<file path="config.mk">
export PLATFORM = sky130hd
export DESIGN_NAME = ltc_div_chain
export DESIGN_NICKNAME = d
export VERILOG_FILES = /design/src/sv/ltc_pkg.sv /design/src/sv/ltc_div_cell.sv /design/src/sv/ltc_div_chain.sv
export SDC_FILE = /design/constraint.sdc
export NUM_CORES = 2
export LEC_CHECK = 0
export ABC_AREA = 1
export BUFFER_PORTS_ARGS = -buffer_cell sky130_fd_sc_hd__buf_2
export CORE_AREA = 2 2 547 549
export CTS_CLUSTER_DIAMETER = 80
export DETAILED_ROUTE_END_ITERATION = 12
export DIE_AREA = 0 0 549 551
export MAX_ROUTING_LAYER = met4
export PLACE_DENSITY = 0.49
export SLEW_MARGIN = 20
export SYNTH_ARGS = -nofsm -noshare
export SYNTH_HDL_FRONTEND = slang
export SYNTH_SLANG_ARGS = --single-unit
</file>
<file path="constraint.sdc">
create_clock -name clk_i -period 1.6 [get_ports clk_i]
set_input_delay 0.32 -clock clk_i [delete_from_list [all_inputs] [get_ports clk_i]]
set_output_delay 0.32 -clock clk_i [all_outputs]
set_load 0.01 [all_outputs]
</file>
<file path="src/sv/ltc_pkg.sv">
package ltc_pkg;

  localparam int unsigned QuoW    = 32;
  localparam int unsigned SptW    = 6;
  localparam int unsigned HeadsW  = 9;
  localparam int unsigned LeftW   = 23;
  localparam int unsigned CylW    = 10;
  localparam int unsigned HeadW   = 8;
  localparam int unsigned DriveW  = 8;
  localparam int unsigned CfgIdxW = 2;
  localparam int unsigned CfgW    = 32;

  localparam logic [7:0]        ReadFunc    = 8'h02;
  localparam logic [HeadsW-1:0] HeadsMax    = 9'd256;
  localparam logic [SptW-1:0]   SptReset    = 6'd63;
  localparam logic [HeadsW-1:0] HeadsReset  = 9'd16;
  localparam logic [QuoW-1:0]   BaseReset   = 32'd0;
  localparam logic [DriveW-1:0] DriveReset  = 8'd128;

  typedef enum logic [CfgIdxW-1:0] {
    RegSpt   = 2'd0,
    RegHeads = 2'd1,
    RegBase  = 2'd2,
    RegDrive = 2'd3
  } cfg_reg_e;

  // sideband through the track divider
  typedef struct packed {
    logic [QuoW-1:0]  rel;
    logic [LeftW-1:0] left;
  } side1_t;

  // sideband through the head divider
  typedef struct packed {
    logic [QuoW-1:0]  rel;
    logic [LeftW-1:0] left;
    logic [SptW-1:0]  in_track;
  } side2_t;

  typedef struct packed {
    logic [SptW-1:0]  chunk_count;
    logic [CylW-1:0]  cylinder;
    logic [HeadW-1:0] head;
    logic [SptW-1:0]  track_sector;
    logic [15:0]      ax_word;
    logic [15:0]      cx_word;
    logic [15:0]      dx_word;
    logic [QuoW-1:0]  next_rel_sector;
    logic             request_done;
    logic             cylinder_overflow;
  } result_t;

endpackage

</file>
<file path="src/sv/ltc_div_cell.sv">
module ltc_div_cell #(
  parameter int unsigned DW = ltc_pkg::SptW,
  parameter int unsigned QW = ltc_pkg::QuoW,
  parameter int unsigned SW = $bits(ltc_pkg::side1_t)
) (
  input  logic          clk_i,
  input  logic          rst_ni,
  input  logic          en_i,
  input  logic [DW-1:0] divisor_i,
  input  logic          valid_i,
  input  logic [DW-1:0] rem_i,
  input  logic [QW-1:0] quo_i,
  input  logic [SW-1:0] side_i,
  output logic          valid_o,
  output logic [DW-1:0] rem_o,
  output logic [QW-1:0] quo_o,
  output logic [SW-1:0] side_o
);

  logic          valid_q;
  logic [DW-1:0] rem_q, rem_d;
  logic [QW-1:0] quo_q, quo_d;
  logic [SW-1:0] side_q;
  logic [DW:0]   trial;
  logic [DW:0]   diff;
  logic          fits;

  // one restoring step: shift in the next dividend bit, subtract if it fits
  always_comb begin
    trial = {rem_i, quo_i[QW-1]};
    fits  = (trial >= {1'b0, divisor_i});
    diff  = trial - {1'b0, divisor_i};
    rem_d = fits ? diff[DW-1:0] : trial[DW-1:0];
    quo_d = {quo_i[QW-2:0], fits};
  end

  always_ff @(posedge clk_i or negedge rst_ni) begin
    if (!rst_ni) begin
      valid_q <= 1'b0;
    end else if (en_i) begin
      valid_q <= valid_i;
    end
  end

  always_ff @(posedge clk_i) begin
    if (en_i) begin
      rem_q  <= rem_d;
      quo_q  <= quo_d;
      side_q <= side_i;
    end
  end

  assign valid_o = valid_q;
  assign rem_o   = rem_q;
  assign quo_o   = quo_q;
  assign side_o  = side_q;

endmodule

</file>
<file path="src/sv/ltc_div_chain.sv">
module ltc_div_chain #(
  parameter int unsigned DW = ltc_pkg::SptW,
  parameter int unsigned QW = ltc_pkg::QuoW,
  parameter int unsigned SW = $bits(ltc_pkg::side1_t)
) (
  input  logic          clk_i,
  input  logic          rst_ni,
  input  logic          en_i,
  input  logic [DW-1:0] divisor_i,
  input  logic          valid_i,
  input  logic [QW-1:0] dividend_i,
  input  logic [SW-1:0] side_i,
  output logic          valid_o,
  output logic [QW-1:0] quotient_o,
  output logic [DW-1:0] remainder_o,
  output logic [SW-1:0] side_o
);

  logic          valid_w [QW+1];
  logic [DW-1:0] rem_w   [QW+1];
  logic [QW-1:0] quo_w   [QW+1];
  logic [SW-1:0] side_w  [QW+1];

  assign valid_w[0] = valid_i;
  assign rem_w[0]   = '0;
  assign quo_w[0]   = dividend_i;
  assign side_w[0]  = side_i;

  // one quotient bit per cell
  for (genvar i = 0; i < QW; i++) begin : g_cell
    ltc_div_cell #(
      .DW(DW),
      .QW(QW),
      .SW(SW)
    ) u_cell (
      .clk_i    (clk_i),
      .rst_ni   (rst_ni),
      .en_i     (en_i),
      .divisor_i(divisor_i),
      .valid_i  (valid_w[i]),
      .rem_i    (rem_w[i]),
      .quo_i    (quo_w[i]),
      .side_i   (side_w[i]),
      .valid_o  (valid_w[i+1]),
      .rem_o    (rem_w[i+1]),
      .quo_o    (quo_w[i+1]),
      .side_o   (side_w[i+1])
    );
  end

  assign valid_o     = valid_w[QW];
  assign quotient_o  = quo_w[QW];
  assign remainder_o = rem_w[QW];
  assign side_o      = side_w[QW];

endmodule

</file>
# ---- Word-level counts from Yosys, hierarchy flattened
# Cells that the tools add are included.
dict set report classes {
  add_sub_neg 32
  order_cmp 32
  n_mux 32
}
# op count
set op_table {}
lappend op_table {{>= comparator 7 x 6 -> 1 bit} 31}
lappend op_table {{2-to-1 mux 6 bit} 31}
lappend op_table {{subtractor 6 bit} 31}
lappend op_table {{>= comparator 1 x 6 -> 1 bit} 1}
lappend op_table {{subtractor 1 x 6 -> 6 bit} 1}
lappend op_table {{2-to-1 mux 1 bit} 1}
dict set report totals {
  regBits 3008
  inputBits 97
  output_inout_bits 94
  word_cells 225
}

# ---- Depth between registers and ports, before layout
dict set report depth {
  depth_word 2
  depth_mapped 11
}

# ---- Modules after synthesis
# A second synthesis with hierarchy kept.
dict set report hier_totals {
  hier_cells 5345
  area_unflattened_um2 104143.6
}
# mod instances cells_each area_per_inst_um2 seq_area_each_um2
set modules_own_cells {}
lappend modules_own_cells {ltc_div_cell 32 167 3254.4 2817.7}
lappend modules_own_cells {ltc_div_chain 1 1 3.8 0.0}

# ---- Least setup slack after synthesis
# No wires, ideal clock.
dict set report synth_path {
  kind {input -> register}
  start {input divisor_i[2]}
  end {register g_cell[21].u_cell.rem_q[3] (data pin)}
  setup_ps 253
  arrival_time_ps 2031
  required_ps 1347
  slack_ps -685
  path_stages 8
  path_cell_list {inv_1 > ha_1 > or2_4 > nand3_1 > nand3_2 > buf_6 > nand2_1 > o21ai_2}
}
dict set report synth_between {
  elab_chain_cells 2
  word_cells_on_any_way 3
}
# item line
set synth_lines {}
lappend synth_lines {{start, declared} ltc_div_chain.sv:9} ;# input logic [DW-1:0] divisor_i,
lappend synth_lines {{>= comparator 7 x 6 -> 1 bit} ltc_div_cell.sv:31} ;# fits = (trial >= {1'b0, divisor_i});
lappend synth_lines {{named net g_cell[21].u_cell.fits} ltc_div_cell.sv:26} ;# logic fits;
lappend synth_lines {{2-to-1 mux 6 bit} ltc_div_cell.sv:33} ;# rem_d = fits ? diff[DW-1:0] : trial[DW-1:0];
lappend synth_lines {{named net g_cell[21].u_cell.rem_d[3]} ltc_div_cell.sv:21} ;# logic [DW-1:0] rem_q, rem_d;
lappend synth_lines {{end signal, assigned} ltc_div_cell.sv:47} ;# rem_q <= rem_d;
lappend synth_lines {{end, declared} ltc_div_cell.sv:21}
# The timed path passes the listed nets, and every way through them passes these cells.
# A chain may end at the register's enable or synchronous reset.

# ---- Final worst setup path
dict set report layout_path {
  start {register g_cell[29].u_cell.quo_q[31]}
  end {register g_cell[30].u_cell.rem_q[4] (data pin)}
}
dict set report layout_between {
  elab_chain_cells 2
  word_cells_on_any_way 3
}
# item line
set layout_lines {}
lappend layout_lines {{start, declared} ltc_div_cell.sv:22} ;# logic [QW-1:0] quo_q, quo_d;
lappend layout_lines {{start signal, assigned} ltc_div_cell.sv:48} ;# quo_q <= quo_d;
lappend layout_lines {{subtractor 6 bit or >= comparator 7 x 6 -> 1 bit (tied branches)} {ltc_div_cell.sv:32, ltc_div_cell.sv:31}}
lappend layout_lines {{2-to-1 mux 6 bit *} ltc_div_cell.sv:33}
lappend layout_lines {{named net g_cell[30].u_cell.rem_d[4]} ltc_div_cell.sv:21}
lappend layout_lines {{end signal, assigned} ltc_div_cell.sv:47}
lappend layout_lines {{end, declared} ltc_div_cell.sv:21}
# Mark *: on every way through the listed nets, which the timed path passes. The rest lies on a longest branch.

==> PnR_summary.wiki <==
{| class="wikitable"
! Metric !! Value
|-
| Run status || complete, but fails checks
|-
| Violations in the final reports || negative setup slack
|-
| Number of cells traversed by the worst register-to-register path || 9
|-
| Starting density of the core || 0.348
|-
| Signal arrival time at the worst endpoint || ~2.4 ns
|-
| Setup violation total in the final timing report || between 200 and 300
|-
| Post-synth design cell area || ~100000 sq um
|-
| Leak Pwr || roughly 49 nW
|-
| Pwr Density || around 1600 nW/um^2
|-
| Routability Congestion || roughly 0.79
|-
| Max Transition Viols Final || 0
|-
| Wire length of the first global-routing pass || roughly 250 mm
|-
| Number of enable-type register cells in the synthesized netlist || a little under 3000
|-
| Setup slack of the worst register-to-register path || -0.18 ns
|-
| Number of global-route vias before repair || approximately 48000
|-
| Number of cells after detailed placement || between 10000 and 15000
|-
| Min-delay worst type || in2reg
|-
| Worst-Skew Late Latency || 0.89 ns
|-
| Synth top area share || 0.866
|-
| Detailed-placement wirelength estimate || approximately 90 mm
|-
| Post-detailed-route via-to-cell ratio || 4.17
|-
| Crit Reg-Reg Startpoint || g_cell[29].u_cell.quo_o[31]
|-
| Fin nets || roughly 7000
|-
| Area of the die || 302000 sq um
|-
| Post-synth net total || 5614
|-
| Final worst setup slack || -0.182 ns
|-
| Post-Syn Instances || 5267
|-
| Clock Path Buffers || 4
|-
| Category of the most critical setup path || reg2reg
|-
| Antenna Violating Nets Remaining || 0
|-
| Hold Vio Cnt, Final || 0
|-
| Share of the core filled with cells in the final layout || 0.455
|-
| Critical hold path startpoint || side_i[15]
|-
| All-layer global routing usage || 0.104
|-
| Commonest cells after routing, fill and taps aside || sky130_fd_sc_hd__edfxtp_1 (2976), sky130_fd_sc_hd__buf_4 (703), sky130_fd_sc_hd__nand2_1 (475)
|-
| Clk pin slew, worst setup/hold paths || around 0.060 ns
|-
| Final WL || around 150 mm
|-
| Final total power || around 0.21 W
|-
| Worst hold slack across all endpoints || roughly 0.14 ns
|-
| Share of cells above drive strength 1 || 0.366
|-
| Largest fanout on the critical path || 2
|-
| Post-route fraction of the period consumed by the critical path || 1.11
|-
| Cell chosen for the clock root || sky130_fd_sc_hd__clkbuf_16
|-
| Min-Delay Endpoint || g_cell[0].u_cell.side_o[15]
|-
| Reg2reg end || g_cell[30].u_cell.rem_o[4]
|-
| Largest clock skew in the final design || about 0.036 ns
|-
| Number of antenna violations at the first check in global routing || 4
|-
| Area delta synth->final || 30.6%
|-
| Post-route cell area || 135000 sq um
|-
| Num CTS Buffers || between 300 and 400
|-
| Leading cell type in the layout, fill and taps excluded || sky130_fd_sc_hd__edfxtp_1
|-
| Cell type with the highest aggregate area in the netlist || sky130_fd_sc_hd__edfxtp_1
|-
| Die Wd || 549 microns
|-
| CTS tree || done
|-
| Cell types with the largest area share after synthesis || sky130_fd_sc_hd__edfxtp_1 (87%), sky130_fd_sc_hd__ha_1 (2.7%), sky130_fd_sc_hd__nand2_1 (2.6%), sky130_fd_sc_hd__inv_1 (1.6%), sky130_fd_sc_hd__nand3_1 (0.97%)
|-
| Largest net degree at the start of global routing || between 90 and 100
|-
| Flip-flop and latch count after synthesis || 3008
|-
| Sinks on the clock net || 3008
|-
| Drt pass-1 iters || 7
|-
| H-tree level count || 5
|-
| Post-layout min period || ~1.8 ns
|-
| Unrepaired setup endpoints after global routing || yes
|-
| Required @ worst endpoint || 2.24 ns
|-
| Prevailing post-synth register cell || sky130_fd_sc_hd__edfxtp_1
|-
| Element type at the critical path end || flop
|-
| Startpoint class of the critical path || flop
|-
| Number of violations reported at the end of detailed-routing iteration 0 || 2463
|-
| Standard cell area after detailed placement || around 120000 sq um
|-
| Wire length per cell after detailed routing || roughly 14 microns
|-
| Slew of the pin with the lowest slew margin || 0.700 ns
|-
| # DRC || 0
|-
| Total of warnings raised by yosys || 0
|-
| Peak supply drop || between 0.7 and 0.8 mV
|-
| Non-filler instance count after layout || 11000
|-
| I/O pins || 191
|-
| FMAX || between 0.5 and 0.6 GHz
|-
| Proportion of register bits with asynchronous set or reset after synthesis || 0.0106
|-
| Number of max-capacitance violations reported || 0
|-
| Relative slew slack || 0.533
|-
| Die H || roughly 550 microns
|-
| Cell Rows || 200
|-
| Total number of vias || 45900
|-
| Avg Inst Size Synth || between 15 and 20 sq um
|-
| Count of cell types in the netlist || 39
|-
| Sequential area share after synthesis || 0.874
|-
| Total congestion overflow after global routing || 0
|-
| Core area || between 200000 and 300000 sq um
|-
| Cell depth of the worst hold path || 2
|-
| Count of port buffers added during placement || 190
|}
-- cell usage after synthesis, types with 32 or more instances --
cell	number
sky130_fd_sc_hd__nor2_1	140
sky130_fd_sc_hd__nand3_1	199
sky130_fd_sc_hd__o21ai_2	66
sky130_fd_sc_hd__ha_1	219
sky130_fd_sc_hd__dfrtp_1	32
sky130_fd_sc_hd__nand2_1	711
sky130_fd_sc_hd__o21ai_1	36
sky130_fd_sc_hd__inv_1	429
sky130_fd_sc_hd__xnor2_1	33
sky130_fd_sc_hd__nand2_2	35
sky130_fd_sc_hd__nand3b_1	52
sky130_fd_sc_hd__nand4_1	53
sky130_fd_sc_hd__nand3_2	37
sky130_fd_sc_hd__a21oi_1	47
sky130_fd_sc_hd__edfxtp_1	2976
-- metal layers --
layer,wire [microns],vias up,track usage
li1,-,22800,-
met1,72400,22100,0.139
met2,70800,658,0.155
met3,7050,361,0.0243
met4,4450,0,0.0362
met5,0,-,-
-- cell families (layout without fill, tap and decap cells) --
logic type	count (synthesis)	after routing	synth area share
AOI/OAI and AO/OA	195	195	0.0126
xor gates and xnor gates	50	50	0.00424
adders and majority gates	250	250	0.0326
buffers and inverters	456	2213	0.0178
DFF	3008	3008	0.874
other	0	3	0
and+or+nand+nor	1308	1333	0.0591
-- layout make-up --
type / instances / area (sq um)
fill: 25200 / 162000
sequential: 3008 / 90200
multi-input combinational: 1828 / 17000
timing repair buffer: 1209 / 10700
clock buffer: 387 / 8340
tap: 3939 / 4930
clock inverter: 184 / 2000
inverter: 433 / 1690
antenna: 3 / 7.51
-- worst max-delay path by stage --
stage	from	to	slack [ns]	cells past startpoint
after floorplan	divisor_i[2]	g_cell[21].u_cell.rem_o[3]	-0.56	8
after global placement	divisor_i[5]	g_cell[31].u_cell.rem_o[0]	-0.70	11
after detailed placement	divisor_i[2]	g_cell[7].u_cell.rem_o[2]	-0.72	12
after CTS	g_cell[31].u_cell.side_o[53]	side_o[53]	-0.33	1
after global routing	g_cell[31].u_cell.side_o[53]	side_o[53]	-0.29	1
final	g_cell[29].u_cell.quo_o[31]	g_cell[30].u_cell.rem_o[4]	-0.18	9
-- critical path, cell delays in order (launching register included) --
cell and delay, ns:
sky130_fd_sc_hd__edfxtp_1 0.39, sky130_fd_sc_hd__inv_2 0.07, sky130_fd_sc_hd__ha_2 0.18, sky130_fd_sc_hd__fa_2 0.33, sky130_fd_sc_hd__nand3b_1 0.18, sky130_fd_sc_hd__buf_4 0.14, sky130_fd_sc_hd__nand4_1 0.05, sky130_fd_sc_hd__nand2_1 0.08
sky130_fd_sc_hd__nand2_1 0.06, sky130_fd_sc_hd__nand2_1 0.05
-- power breakdown --
part	switching (W)	internal, W	leakage [nW]
combinational	0.0220	0.0220	15.1
sequential	0.00346	0.0956	29.5
clock	0.0297	0.0419	4.95
total	0.0551	0.160	49.5
-- metrics by stage --
stage | TNS, ns | setup slack [ns]
floorplan | -103.36 | -0.559
global placement | -131.50 | -0.702
detailed placement | -138.43 | -0.722
CTS | -29.25 | -0.325
global route | -41.43 | -0.287
finish | -18.64 | -0.182
-- repair_timing --
action / CTS / global route
endpoints found under the hold margin: 170 / 0
endpoints found under the setup margin: 305 / 304
buffers inserted: 139 / 102
resized for setup: 733 / 501
gates cloned: 25 / 1
pin swaps: 319 / 376
hold buffers: 91 / 0
-- sequential cells by signal (all words and copies together) (netlist names) --
| name | count |
|---|---|
| g_cell.u_cell.rem_o | 192 |
| g_cell.u_cell.valid_o | 32 |
| g_cell.u_cell.side_o | 1760 |
| g_cell.u_cell.quo_o | 1024 |
Power figures use the tool's default switching activity.
