$ cat config.mk
export PLATFORM = sky130hd
export DESIGN_NAME = ltc_out_buf
export DESIGN_NICKNAME = d
export VERILOG_FILES = /design/src/sv/ltc_pkg.sv /design/src/sv/ltc_out_buf.sv
export SDC_FILE = /design/constraint.sdc
export NUM_CORES = 1
export LEC_CHECK = 0
export BUFFER_PORTS_ARGS = -buffer_cell sky130_fd_sc_hd__buf_2
export CAP_MARGIN = 20
export CORE_MARGIN = 3
export CORE_UTILIZATION = 50
export CTS_BUF_LIST = sky130_fd_sc_hd__clkbuf_2 sky130_fd_sc_hd__clkbuf_4 sky130_fd_sc_hd__clkbuf_8
export DETAILED_ROUTE_END_ITERATION = 10
export GPL_TIMING_DRIVEN = 0
export PLACE_DENSITY = 0.77
export SETUP_SLACK_MARGIN = 0.4
export SLEW_MARGIN = 20
export SYNTH_ARGS = -nofsm -noshare
export SYNTH_HDL_FRONTEND = slang
export SYNTH_SLANG_ARGS = --single-unit
$ cat constraint.sdc
create_clock -name clk_i -period 15.7 [get_ports clk_i]
set_clock_uncertainty 0.1 [all_clocks]
set_input_delay 1.57 -clock clk_i [delete_from_list [all_inputs] [get_ports clk_i]]
set_output_delay 1.57 -clock clk_i [all_outputs]
set_load 0.03 [all_outputs]
$ cat src/sv/ltc_pkg.sv
package ltc_pkg;

  localparam int unsigned QuoW    = 32;
  localparam int unsigned SptW    = 6;
  localparam int unsigned HeadsW  = 9;
  localparam int unsigned LeftW   = 23;
  localparam int unsigned CylW    = 10;
  localparam int unsigned HeadW   = 8;
  localparam int unsigned DriveW  = 8;
  localparam int unsigned CfgIdxW = 2;
  localparam int unsigned CfgW    = 32;

  localparam logic [7:0]        ReadFunc    = 8'h02;
  localparam logic [HeadsW-1:0] HeadsMax    = 9'd256;
  localparam logic [SptW-1:0]   SptReset    = 6'd63;
  localparam logic [HeadsW-1:0] HeadsReset  = 9'd16;
  localparam logic [QuoW-1:0]   BaseReset   = 32'd0;
  localparam logic [DriveW-1:0] DriveReset  = 8'd128;

  typedef enum logic [CfgIdxW-1:0] {
    RegSpt   = 2'd0,
    RegHeads = 2'd1,
    RegBase  = 2'd2,
    RegDrive = 2'd3
  } cfg_reg_e;

  // sideband through the track divider
  typedef struct packed {
    logic [QuoW-1:0]  rel;
    logic [LeftW-1:0] left;
  } side1_t;

  // sideband through the head divider
  typedef struct packed {
    logic [QuoW-1:0]  rel;
    logic [LeftW-1:0] left;
    logic [SptW-1:0]  in_track;
  } side2_t;

  typedef struct packed {
    logic [SptW-1:0]  chunk_count;
    logic [CylW-1:0]  cylinder;
    logic [HeadW-1:0] head;
    logic [SptW-1:0]  track_sector;
    logic [15:0]      ax_word;
    logic [15:0]      cx_word;
    logic [15:0]      dx_word;
    logic [QuoW-1:0]  next_rel_sector;
    logic             request_done;
    logic             cylinder_overflow;
  } result_t;

endpackage

$ cat src/sv/ltc_out_buf.sv
module ltc_out_buf (
  input  logic             clk_i,
  input  logic             rst_ni,
  input  logic             valid_i,
  input  ltc_pkg::result_t data_i,
  output logic             advance_o,
  output logic             valid_o,
  input  logic             ready_i,
  output ltc_pkg::result_t data_o
);

  logic             out_valid_q;
  ltc_pkg::result_t out_data_q;
  logic             skid_valid_q;
  ltc_pkg::result_t skid_data_q;
  logic             take;
  logic             drain;

  assign advance_o = !skid_valid_q;
  assign take      = valid_i && !skid_valid_q;
  assign drain     = ready_i || !out_valid_q;

  always_ff @(posedge clk_i or negedge rst_ni) begin
    if (!rst_ni) begin
      out_valid_q  <= 1'b0;
      skid_valid_q <= 1'b0;
    end else if (drain) begin
      out_valid_q  <= skid_valid_q || take;
      skid_valid_q <= 1'b0;
    end else if (take) begin
      skid_valid_q <= 1'b1;
    end
  end

  always_ff @(posedge clk_i) begin
    if (drain) begin
      out_data_q <= skid_valid_q ? skid_data_q : data_i;
    end else if (take) begin
      skid_data_q <= data_i;
    end
  end

  assign valid_o = out_valid_q;
  assign data_o  = out_data_q;

endmodule

## Yosys cells after proc, flatten, opt, wreduce, memory -nomap -nowiden

Cells that the tools add are included.

| word-level totals | value |
|---|---|
| register bits after elaboration | 226 |
| input bits | 116 |

| cells by class | value |
|---|---|
| mux-type cells | 3 |
| bitwise gates (word level) | 1 |
| reductions and logical operators | 7 |

Operator list:

| kind | number |
|---|---|
| $mux 112 | 1 |
| $logic_not 1->1 | 2 |
| $logic_or 1x1->1 | 2 |
| $mux 1 | 2 |
| $reduce_and 2->1 | 1 |
| $reduce_bool 2->1 | 1 |
| $logic_and 1x1->1 | 1 |
| $not 1->1 | 1 |

## Depth between registers and ports, before layout

Gate-level depths: netlist of run 1.

| logic depth | value |
|---|---|
| depth in word-level cells | 4 |
| mapped depth | 5 |
| gate-level depth less buffers | 2 |

## Least setup slack after synthesis of run 1

OpenSTA, ideal clock, no wires.

| timing path | value |
|---|---|
| path kind | input to register |
| from | input port ready_i |
| to | register skid_data_q[0] (netlist bit), enable pin |
| setup time | 0.742 ns |
| data arrival time | 12.723 ns |
| data required time | 14.858 ns |
| slack | 2.135 ns |
| stages | 2 |
| buffers on the path | 0 |
| cell sequence | nand2b_1 -> nor3b_1 |

| on the way | value |
|---|---|
| cells in the longest elaborated chain, start to end | 3 |

Ends and longest elaborated chain:

| item | line | text |
|---|---|---|
| from (decl) | ltc_out_buf.sv:8 | `input logic ready_i,` |
| $logic_or 1x1->1 | ltc_out_buf.sv:21 | `assign drain = ready_i \|\| !out_valid_q;` |
| $not 1->1 (no source line) | -- |  |
| $reduce_and 2->1 (no source line) | -- |  |
| to (signal assigned) | ltc_out_buf.sv:39 | `skid_data_q <= data_i;` |
| to (decl) | ltc_out_buf.sv:15 | `ltc_pkg::result_t skid_data_q;` |

No other way between the ends.
A chain may end at the register's enable or synchronous reset.

## Final worst setup path of run 1

| timing path | value |
|---|---|
| from | input port ready_i |
| to | register skid_data_q[72] (netlist bit), enable pin |

| on the way | value |
|---|---|
| cells in the longest elaborated chain, start to end | 3 |

Ends and longest elaborated chain:

| item | line | text |
|---|---|---|
| $logic_or 1x1->1 | ltc_out_buf.sv:21 |  |
| via drain | ltc_out_buf.sv:17 | `logic drain;` |
| $not 1->1 (no source line) | -- |  |
| $reduce_and 2->1 (no source line) | -- |  |

The timed path passes the listed nets, and every way through them passes these cells.

==> results.py, run 1 <==
metrics = {
    "status": {
        "status": "finished clean",
    },
    "cells_and_area": {
        "syn2layout_area_growth_pct": 27.4,
        "fillers": 1087,
        "drive_gt1_share_pct": 63.8,
        "final_util_pct": 66.0,
        "fin_nets": 755,
    },
    "grt": {
        "antenna_found_initial": 1,
        "grt_remaining_overflow": 0,
        "grt_pass1_vias": 4697,
        "grt_pass1_wl_um": 24800,
        "use_met1_pct": 20.8,
        "met2_usage_pct": 28.5,
        "grt-busiest-layer": "met2",
        "grt_max_degree": 55,
        "grt_util_all_layers_pct": 17.4,
        "met3_usage_pct": 6.91,
    },
    "synthesis": {
        "synth_cell_type_count": 11,
        "synth_top_area_share_pct": 80.5,
        "yosysMostFrequentCell": "edfxtp_1",
        "netlist.top_cell.by_area": "edfxtp_1",
        "syn-num-nets": 473,
        "synth-seq-cells": 226,
        "ys_dominant_reg_cell": "edfxtp_1",
        "synth_area_um2": 8350,
        "synthesis.instances": 357,
        "async_reset_ff_share_pct": 0.885,
        "seq_area_frac_synth_pct": 81.1,
        "avgSynthCellArea_um2": 23.4,
        "synth-edff-count": 224,
        "ys_warn_count": 0,
        "synth_area_leaders": "edfxtp_1 (81%), mux2_2 (8.8%), mux2_4 (8.4%), buf_6 (0.94%), dfrtp_1 (0.60%)",
        "synth_commonest_cells": "edfxtp_1 (224), mux2_2 (65), mux2_4 (47)",
    },
    "worst_setup_path": {
        "setup.worst_path.end_class": "flop",
        "crit_family": "buffers and inverters",
        "worst-path-buf-inv": 7,
        "cpMostUsedCell": "buf_4",
        "cp.arrival_ns": 3.90,
        "cp_cell_sequence": "buf_2, nand2b_4, buf_16, nor3b_2, buf_4, buf_6, buf_4, buf_4, buf_4",
        "cp.required_ns": 15.79,
        "critPathMaxStageDelay_ns": 0.50,
        "crit_path_top_delay_cell": "nor3b_2",
        "crit_type": "in -> reg",
        "crit_path_max_fanout": 54,
        "crit_path_start_kind": "input port",
    },
    "routing": {
        "drc_errors": 0,
        "wl_per_cell_um": 18.2,
        "num_vias": 4340,
        "drt.antenna.violating_nets": 0,
        "first_pass_iters": 5,
        "via_per_inst": 4.94,
        "drt_iter0_markers": 205,
        "wl_um": 16000,
    },
    "place": {
        "post-dp-hpwl_um": 11300,
        "gp_congestion": 0.774,
        "io_buffers": 229,
    },
    "timing": {
        "setup_viol": 0,
        "max-slew-margin-rel_pct": 65.6,
        "max_freq_mhz": 262,
        "worst_pin_slew_ns": 0.513,
        "drv_slew": 0,
        "final.period_utilization_pct": 24.3,
        "rsz0062_at_grt": "no",
        "whs_ns": 0.443,
        "hold_viol": 0,
        "min_period_ns": 3.81,
    },
    "clocking": {
        "cts_buffers": 37,
        "cts_tree": "built",
        "clkSinkCount": 226,
        "ctsHoldBuffers": 0,
        "cts_resized": 0,
        "cts.reportedPaths.clkPinSlew_ns": 0.06,
        "cts_root_buf": "clkbuf_8",
        "htree_levels": 2,
        "cts_setup_buffers": 0,
        "cts_buffer_depth": 3,
        "worstSkewPairLatency_ns": 0.49,
    },
    "floorplanning": {
        "initial_core_util_pct": 51.8,
        "die_w_um": 135,
        "die-height_um": 135,
        "row_count": 46,
        "core_area_um2": 16100,
        "die_area_um2": 18300,
        "ios": 230,
    },
    "power_and_ir_drop": {
        "power_w": 0.00140,
        "ir_worst_vdd_mv": 0.0777,
        "p_leak_nw": 4.22,
        "powerDensity_nw_per_um2": 131,
    },
    "hold_path": {
        "hold_class": "reg -> reg",
    },
    "run": {
        "cap_viol_max_count": 0,
    },
}
==> cell type report <==
cell class,instances,area [um2],area share [%]
Multi-Input combinational cell,117,1480,13.9
Antenna cell,1,2.50,0.0235
Sequential cell,226,6780,63.7
Tap cell,216,270,2.54
Clock inverter,11,93.8,0.882
Clock buffer,50,613,5.76
Inverter,1,3.75,0.0353
Buffer,13,109,1.02
Timing Repair Buffer,243,1290,12.2
==> metal layers <==
layer	up-vias	wire, um
li1	1993	-
met1	2107	6170
met2	202	7760
met3	38	1670
met4	0	414
met5	-	0
==> state kept, by name (all words and copies together), names as in the netlist <==
name / count
skid_valid_q: 1
skid_data_q: 112
valid_o: 1
data_o: 112
==> layout by cell type, fill, tap and decap left out <==
| cell | n |
|---|---|
| buf_6 | 10 |
| bufinv_16 | 2 |
| clkbuf_4 | 12 |
| mux2_2 | 65 |
| buf_4 | 9 |
| diode_2 | 1 |
| buf_16 | 1 |
| clkbuf_8 | 38 |
| nand2_1 | 1 |
| edfxtp_1 | 224 |
| nand2b_4 | 1 |
| buf_2 | 235 |
| inv_1 | 1 |
| dfrtp_1 | 2 |
| nor2_1 | 2 |
| buf_12 | 1 |
| mux2_4 | 47 |
| nor3b_2 | 1 |
| clkinv_1 | 9 |
==> logic make-up after synthesis <==
family                 synth area share (%)
multiplexers                           17.2
AND/OR/NAND/NOR                       0.300
flip-flops                             81.1
buffers and inverters                  1.35
==> report_power, final <==
part	internal [W]	switching (W)	total, W	leakage, nW
clock	0.000284	0.000210	0.000494	0.371
combinational	0.0000674	0.000111	0.000178	1.67
sequential	0.000715	0.0000104	0.000726	2.17
total	0.00107	0.000332	0.00140	4.22
==> worst register-to-register path, cell delays in order, from the launching register on <==
cell      delay [ns]
dfrtp_1         0.38
nand2b_4        0.25
buf_16          0.30
nor3b_2         0.52
buf_4           0.28
buf_6           0.17
buf_4           0.21
buf_4           0.23
buf_4           0.22
==> stage by stage <==
| step | setup TNS, ns | std cells | instance area, um2 | setup slack, ns |
|---|---|---|---|---|
| floorplan | 0 | 357 | 8350 | 2.13 |
| global placement | -518.59 | 802 | 9770 | -4.64 |
| detailed placement | 0 | 816 | 9930 | 11.33 |
| CTS | 0 | 877 | 10600 | 11.88 |
| global route | 0 | 878 | 10600 | 11.71 |
| finish | 0 | 878 | 10600 | 11.89 |
==> worst paths after layout <==
kind | start | to | slack (ns) | cells after the start
max in group asynchronous | rst_ni | skid_valid_q$_DFFE_PN0P_ | 14.65 | 1
min in group asynchronous | rst_ni | valid_o$_DFFE_PN0P_ | 0.76 | 1
hold / removal | skid_data_q[11]$_DFFE_PP_ | data_o[11]$_DFFE_PP_ | 0.44 | 1
setup reg to reg | valid_o$_DFFE_PN0P_ | skid_data_q[72]$_DFFE_PP_ | 12.76 | 8
hold reg to reg | skid_data_q[11]$_DFFE_PP_ | data_o[11]$_DFFE_PP_ | 0.44 | 1
setup / recovery | ready_i | skid_data_q[72]$_DFFE_PP_ | 11.89 | 9
(Power assumes the default switching activity.)
==> run 2: changes to the inputs <==
==> constraint.sdc (replaced) <==
create_clock -name clk_i -period 3.6 [get_ports clk_i]
set_clock_uncertainty 0.1 [all_clocks]
set_input_delay 0.36 -clock clk_i [delete_from_list [all_inputs] [get_ports clk_i]]
set_output_delay 0.36 -clock clk_i [all_outputs]
set_load 0.03 [all_outputs]
==> run 2 against run 1 <==
Net effect:
- sequential share of layout area shrank 6.2 points
- non-clock buffer count grew 110
- clock power grew to 4.3 times the previous value
- design area grew 11%
- largest power group unchanged
==> results.py, run 2 (synthesis gave the netlist of run 1 again) <==
metrics = {
    "floorplanning": {
        "core_area_um2": 16100,
        "initial_core_util_pct": 51.8,
        "die_w_um": 135,
        "row_count": 46,
        "ios": 230,
        "die-height_um": 135,
        "die_area_um2": 18300,
    },
    "cells_and_area": {
        "drive_gt1_share_pct": 54.4,
        "syn2layout_area_growth_pct": 41.0,
        "mostFrequentLayoutCells": "buf_2 (235), edfxtp_1 (224), dlygate4sd3_1 (114)",
        "layout_commonest_cell": "buf_2",
        "fin_area_um2": 11800,
        "finalNonFillerCells": 991,
        "fillers": 973,
        "final_util_pct": 73.1,
        "fin_nets": 865,
    },
    "status": {
        "status": "finished clean",
    },
    "worst_setup_path": {
        "cp_cell_sequence": "nand2b_4, buf_16, nor3b_4, buf_8, buf_8, buf_6",
        "crit_path_top_delay_cell": "nor3b_4",
        "cp.required_ns": 3.69,
        "setup.worst_path.end_class": "flop",
        "crit_path_max_fanout": 53,
        "cp.arrival_ns": 2.64,
        "cpMostUsedCell": "buf_8",
        "crit_path_start_kind": "flop",
        "reg2reg_slack_ns": 1.05,
        "crit_type": "reg -> reg",
        "critPathMaxStageDelay_ns": 0.64,
    },
    "clocking": {
        "cts_buffer_depth": 3,
        "ctsHoldBuffers": 114,
        "cts_resized": 0,
        "cts_tree": "built",
        "cts_buffers": 37,
        "htree_levels": 2,
        "clkSinkCount": 226,
        "cts_setup_buffers": 0,
        "cts_root_buf": "clkbuf_8",
        "worstSkewPairLatency_ns": 0.50,
        "cts.reportedPaths.clkPinSlew_ns": 0.07,
    },
    "place": {
        "post-dp-hpwl_um": 11500,
        "placed_area_um2": 9950,
        "pre_cts_ws_ns": 0.896,
        "dp.cells": 812,
        "gp_congestion": 0.750,
        "io_buffers": 229,
    },
    "power_and_ir_drop": {
        "power_switching_w": 0.00154,
        "pwr-share-seq_pct": 51.2,
        "ir_worst_vdd_mv": 0.394,
        "internal_power_w": 0.00464,
        "powerDensity_nw_per_um2": 525,
        "p_leak_nw": 4.68,
        "pwr-share-clk_pct": 34.2,
        "combPwrFrac_pct": 14.5,
        "swShare_pct": 24.9,
    },
    "timing": {
        "setup_viol": 0,
        "min_period_ns": 2.55,
        "rsz0062_at_grt": "no",
        "final.period_utilization_pct": 70.8,
        "max_freq_mhz": 392,
        "worst_pin_slew_ns": 0.715,
        "hold_viol": 0,
        "max-slew-margin-rel_pct": 52.3,
        "setup_ws_ns": 1.05,
        "drv_slew": 0,
    },
    "routing": {
        "drt_iter0_markers": 241,
        "wl_um": 19200,
        "wl_per_cell_um": 19.3,
        "num_vias": 4832,
        "first_pass_iters": 4,
        "drt.antenna.violating_nets": 0,
        "drc_errors": 0,
        "via_per_inst": 4.88,
    },
    "grt": {
        "grt_pass1_vias": 5427,
        "antenna_found_initial": 0,
        "grt_remaining_overflow": 0,
        "grt_max_degree": 54,
        "grt_pass1_wl_um": 29200,
        "grt_util_all_layers_pct": 20.8,
    },
    "run": {
        "cap_viol_max_count": 0,
    },
    "hold_path": {
        "hold_class": "in -> async",
    },
}
run 2: cell count changes in the layout (fill, tap and decap cells not counted), sizes merged:
cell         previous run  this run
dlygate4sd3             0       114
clkinv                  9        14
buf                   256       252
clkbuf                 50        48
bufinv                  2         1
inv                     1         2
run 2: layer usage:
metal / GRT usage, % / vias to the layer above / share of wire [%]
li1: - / 2214 / -
met1: 24.9 / 2374 / 39
met2: 36.3 / 211 / 52
met3: 6.32 / 33 / 7.8
met4: 6.33 / 0 / 1.9
met5: 0 / - / 0
run 2: critical path, delay by kind of cell (launching register included):
kind,cells,cell delay (ns)
buffers and inverters,4,0.89
and+or+nand+nor,2,0.83
DFF,1,0.40
run 2: final timing paths:
check | startpoint | to | cells past startpoint
setup / recovery | valid_o$_DFFE_PN0P_ | skid_data_q[64]$_DFFE_PP_ | 6
hold / removal | rst_ni | skid_valid_q$_DFFE_PN0P_ | 2
setup reg to reg | valid_o$_DFFE_PN0P_ | skid_data_q[64]$_DFFE_PP_ | 6
hold reg to reg | skid_data_q[78]$_DFFE_PP_ | data_o[78]$_DFFE_PP_ | 1
max in group asynchronous | rst_ni | valid_o$_DFFE_PN0P_ | 2
min in group clk_i | ready_i | data_o[59]$_DFFE_PP_ | 2
run 2: through the flow:
stage / TNS [ns] / total power (W) / hold slack [ns]
after global routing: 0 / 0.00642 / 0.0591
after global placement: -312.38 / 0.00397 / 0.0454
after detailed placement: 0 / 0.00401 / 0.0515
final: 0 / 0.00618 / 0.0999
after floorplan: -126.79 / 0.00373 / -0.0356
after CTS: 0 / 0.00622 / 0.0387
run 2: area by class of cell:
type / count / area, um2 / share of cell area (%)
Timing Repair Buffer: 353 / 2450 / 20.8
Multi-Input combinational cell: 117 / 1480 / 12.6
Clock inverter: 16 / 96.3 / 0.818
Inverter: 1 / 3.75 / 0.0319
Buffer: 13 / 109 / 0.924
Tap cell: 216 / 270 / 2.29
Clock buffer: 48 / 592 / 5.02
Antenna cell: 1 / 2.50 / 0.0212
Sequential cell: 226 / 6780 / 57.5
run 2: power by group through the flow:
| stage | sequential, W | clock [W] | combinational (W) |
|---|---|---|---|
| after CTS | 0.00317 | 0.00215 | 0.000897 |
| final | 0.00317 | 0.00212 | 0.000899 |
| after global placement | 0.00323 | 0 | 0.000748 |
| after floorplan | 0.00348 | 0 | 0.000252 |
| after detailed placement | 0.00322 | 0 | 0.000795 |
| after global routing | 0.00318 | 0.00229 | 0.000948 |
==> run 3: changes to the inputs <==
--- a/config.mk
+++ b/config.mk
@@ -8,11 +8,11 @@
 export BUFFER_PORTS_ARGS = -buffer_cell sky130_fd_sc_hd__buf_2
 export CAP_MARGIN = 20
 export CORE_MARGIN = 3
-export CORE_UTILIZATION = 50
+export CORE_UTILIZATION = 49
 export CTS_BUF_LIST = sky130_fd_sc_hd__clkbuf_2 sky130_fd_sc_hd__clkbuf_4 sky130_fd_sc_hd__clkbuf_8
 export DETAILED_ROUTE_END_ITERATION = 10
 export GPL_TIMING_DRIVEN = 0
-export PLACE_DENSITY = 0.77
+export PLACE_DENSITY = 0.78
 export SETUP_SLACK_MARGIN = 0.4
 export SLEW_MARGIN = 20
 export SYNTH_ARGS = -nofsm -noshare
==> constraint.sdc (replaced) <==
create_clock -name clk_i -period 2.2 [get_ports clk_i]
set_clock_uncertainty 0.1 [all_clocks]
set_input_delay 0.22 -clock clk_i [delete_from_list [all_inputs] [get_ports clk_i]]
set_output_delay 0.22 -clock clk_i [all_outputs]
set_load 0.03 [all_outputs]
==> run 3 against run 2 <==
Net effect:
- setup slack worse by 0.86 ns
- non-clock buffer count up 30
- combinational power up 78%
- largest cell class unchanged
- wire length up 7.1%
- clock power up 70%
==> results.py, run 3 (synthesis gave the netlist of run 1 again) <==
metrics = {
    "status": {
        "status": "finished clean",
    },
    "run": {
        "cap_viol_max_count": 0,
    },
    "floorplanning": {
        "die-height_um": 137,
        "ios": 230,
        "core_area_um2": 16600,
        "die_area_um2": 18600,
        "initial_core_util_pct": 50.2,
        "die_w_um": 137,
        "row_count": 47,
    },
    "timing": {
        "min_period_ns": 2.01,
        "max_freq_mhz": 497,
        "rsz0062_at_grt": "yes",
        "worst_pin_slew_ns": 0.285,
        "max-slew-margin-rel_pct": 81.0,
        "final.period_utilization_pct": 91.5,
        "setup_viol": 0,
        "drv_slew": 0,
        "hold_viol": 0,
        "setup_ws_ns": 0.187,
    },
    "place": {
        "pre_cts_ws_ns": -0.670,
        "io_buffers": 229,
        "gp_congestion": 0.725,
        "post-dp-hpwl_um": 11300,
    },
    "routing": {
        "first_pass_iters": 4,
        "wl_per_cell_um": 20.0,
        "num_vias": 5051,
        "drt.antenna.violating_nets": 0,
        "drc_errors": 0,
        "via_per_inst": 4.93,
        "drt_iter0_markers": 199,
        "wl_um": 20500,
    },
    "cells_and_area": {
        "mostFrequentLayoutCells": "buf_2 (234), edfxtp_1 (224), dlygate4sd3_1 (115)",
        "fillers": 926,
        "syn2layout_area_growth_pct": 47.0,
        "fin_nets": 894,
        "antennaDiodeCount": 0,
        "drive_gt1_share_pct": 55.6,
        "layout_commonest_cell": "buf_2",
    },
    "clocking": {
        "cts_buffers": 36,
        "worstSkewPairLatency_ns": 0.50,
        "cts_root_buf": "clkbuf_8",
        "cts.reportedPaths.clkPinSlew_ns": 0.06,
        "cts_tree": "built",
        "clkSinkCount": 226,
        "htree_levels": 2,
        "cts_buffer_depth": 3,
    },
    "power_and_ir_drop": {
        "p_leak_nw": 4.91,
        "ir_worst_vdd_mv": 0.715,
        "power_w": 0.0104,
        "powerDensity_nw_per_um2": 846,
    },
    "grt": {
        "grt_max_degree": 54,
        "grt_pass1_vias": 5479,
        "grt_remaining_overflow": 0,
        "antenna_found_initial": 0,
        "grt_pass1_wl_um": 30300,
        "grt_util_all_layers_pct": 21.8,
    },
    "worst_setup_path": {
        "crit_path_start_kind": "flop",
        "rr_worst_depth": 10,
        "crit_type": "reg -> reg",
        "crit_path_max_fanout": 6,
        "setup.worst_path.end_class": "flop",
        "cp.arrival_ns": 2.12,
        "cp.required_ns": 2.31,
    },
    "hold_path": {
        "hold-path-cell-count": 3,
        "hold_class": "in -> reg",
    },
}
[run 3: changes by cell type in the layout (fill, tap and decap cells not counted), moves of 2 or more]
cell	change
buf_12	+12
buf_16	+4
buf_4	+13
bufinv_16	+2
clkbuf_4	-6
clkinv_1	+4
[run 3: through the flow]
stage / area (um2) / std cells / setup TNS, ns / hold WS (ns) / util, %
finish: 12300 / 1024 / 0 / 0.0892 / 73.7
global route: 12300 / 1024 / 0 / 0.0871 / 73.7
CTS: 12200 / 1022 / 0 / 0.0552 / 73.5
detailed placement: 9950 / 816 / -21.55 / -0.0736 / 59.8
global placement: 9790 / 806 / -454.20 / -0.0774 / 58.8
floorplan: 8370 / 357 / -283.59 / -0.176 / -
[run 3: report_power, final]
group          internal, W  total, W  switching [W]
combinational     0.000712   0.00160       0.000888
sequential         0.00510   0.00519      0.0000834
clock              0.00200   0.00360        0.00159
[run 3: final cells by class]
cell class                 count  area (um2)  share of cell area [%]
buffer                        13         126                    1.03
sequential                   226        6780                    55.2
inverter                       1        3.75                  0.0306
clock buffer                  42         547                    4.46
clock inverter                22         168                    1.37
tap                          220         275                    2.24
multi-input combinational    117        1480                    12.1
timing repair buffer         383        2890                    23.6
[run 3: repair_timing]
item | CTS | global route
hold endpoints to repair | 228 | 0
hold buffers | 115 | 0
gates cloned | 4 | 0
buffers inserted | 23 | 2
gates resized for setup | 31 | 5
endpoints found under the setup margin | 113 | 91
pin swaps | 1 | 1
[run 3: worst paths after layout]
path,startpoint,endpoint,slack (ns)
min in group asynchronous,rst_ni,skid_valid_q$_DFFE_PN0P_,0.55
worst max register to register,skid_valid_q$_DFFE_PN0P_,skid_data_q[58]$_DFFE_PP_,0.19
worst min-delay path,ready_i,skid_valid_q$_DFFE_PN0P_,0.09
worst max-delay path,skid_valid_q$_DFFE_PN0P_,skid_data_q[58]$_DFFE_PP_,0.19
max in group asynchronous,rst_ni,valid_o$_DFFE_PN0P_,1.29
worst min register to register,skid_data_q[67]$_DFFE_PP_,data_o[67]$_DFFE_PP_,0.45
[run 3: layer usage]
layer	global-route usage, %	vias to the layer above	wire [um]
li1	-	2281	-
met3	6.43	56	1600
met2	38.7	238	10700
met5	0	-	0
met4	7.56	0	606
met1	25.0	2476	7630
[run 3: worst max-delay path, cell delays in order (launching register included)]
cell	delay, ns
dfrtp_1	0.39
buf_6	0.14
buf_12	0.12
buf_12	0.12
nor3b_4	0.22
buf_8	0.14
buf_12	0.09
buf_12	0.09
buf_12	0.13
buf_6	0.10
buf_6	0.08
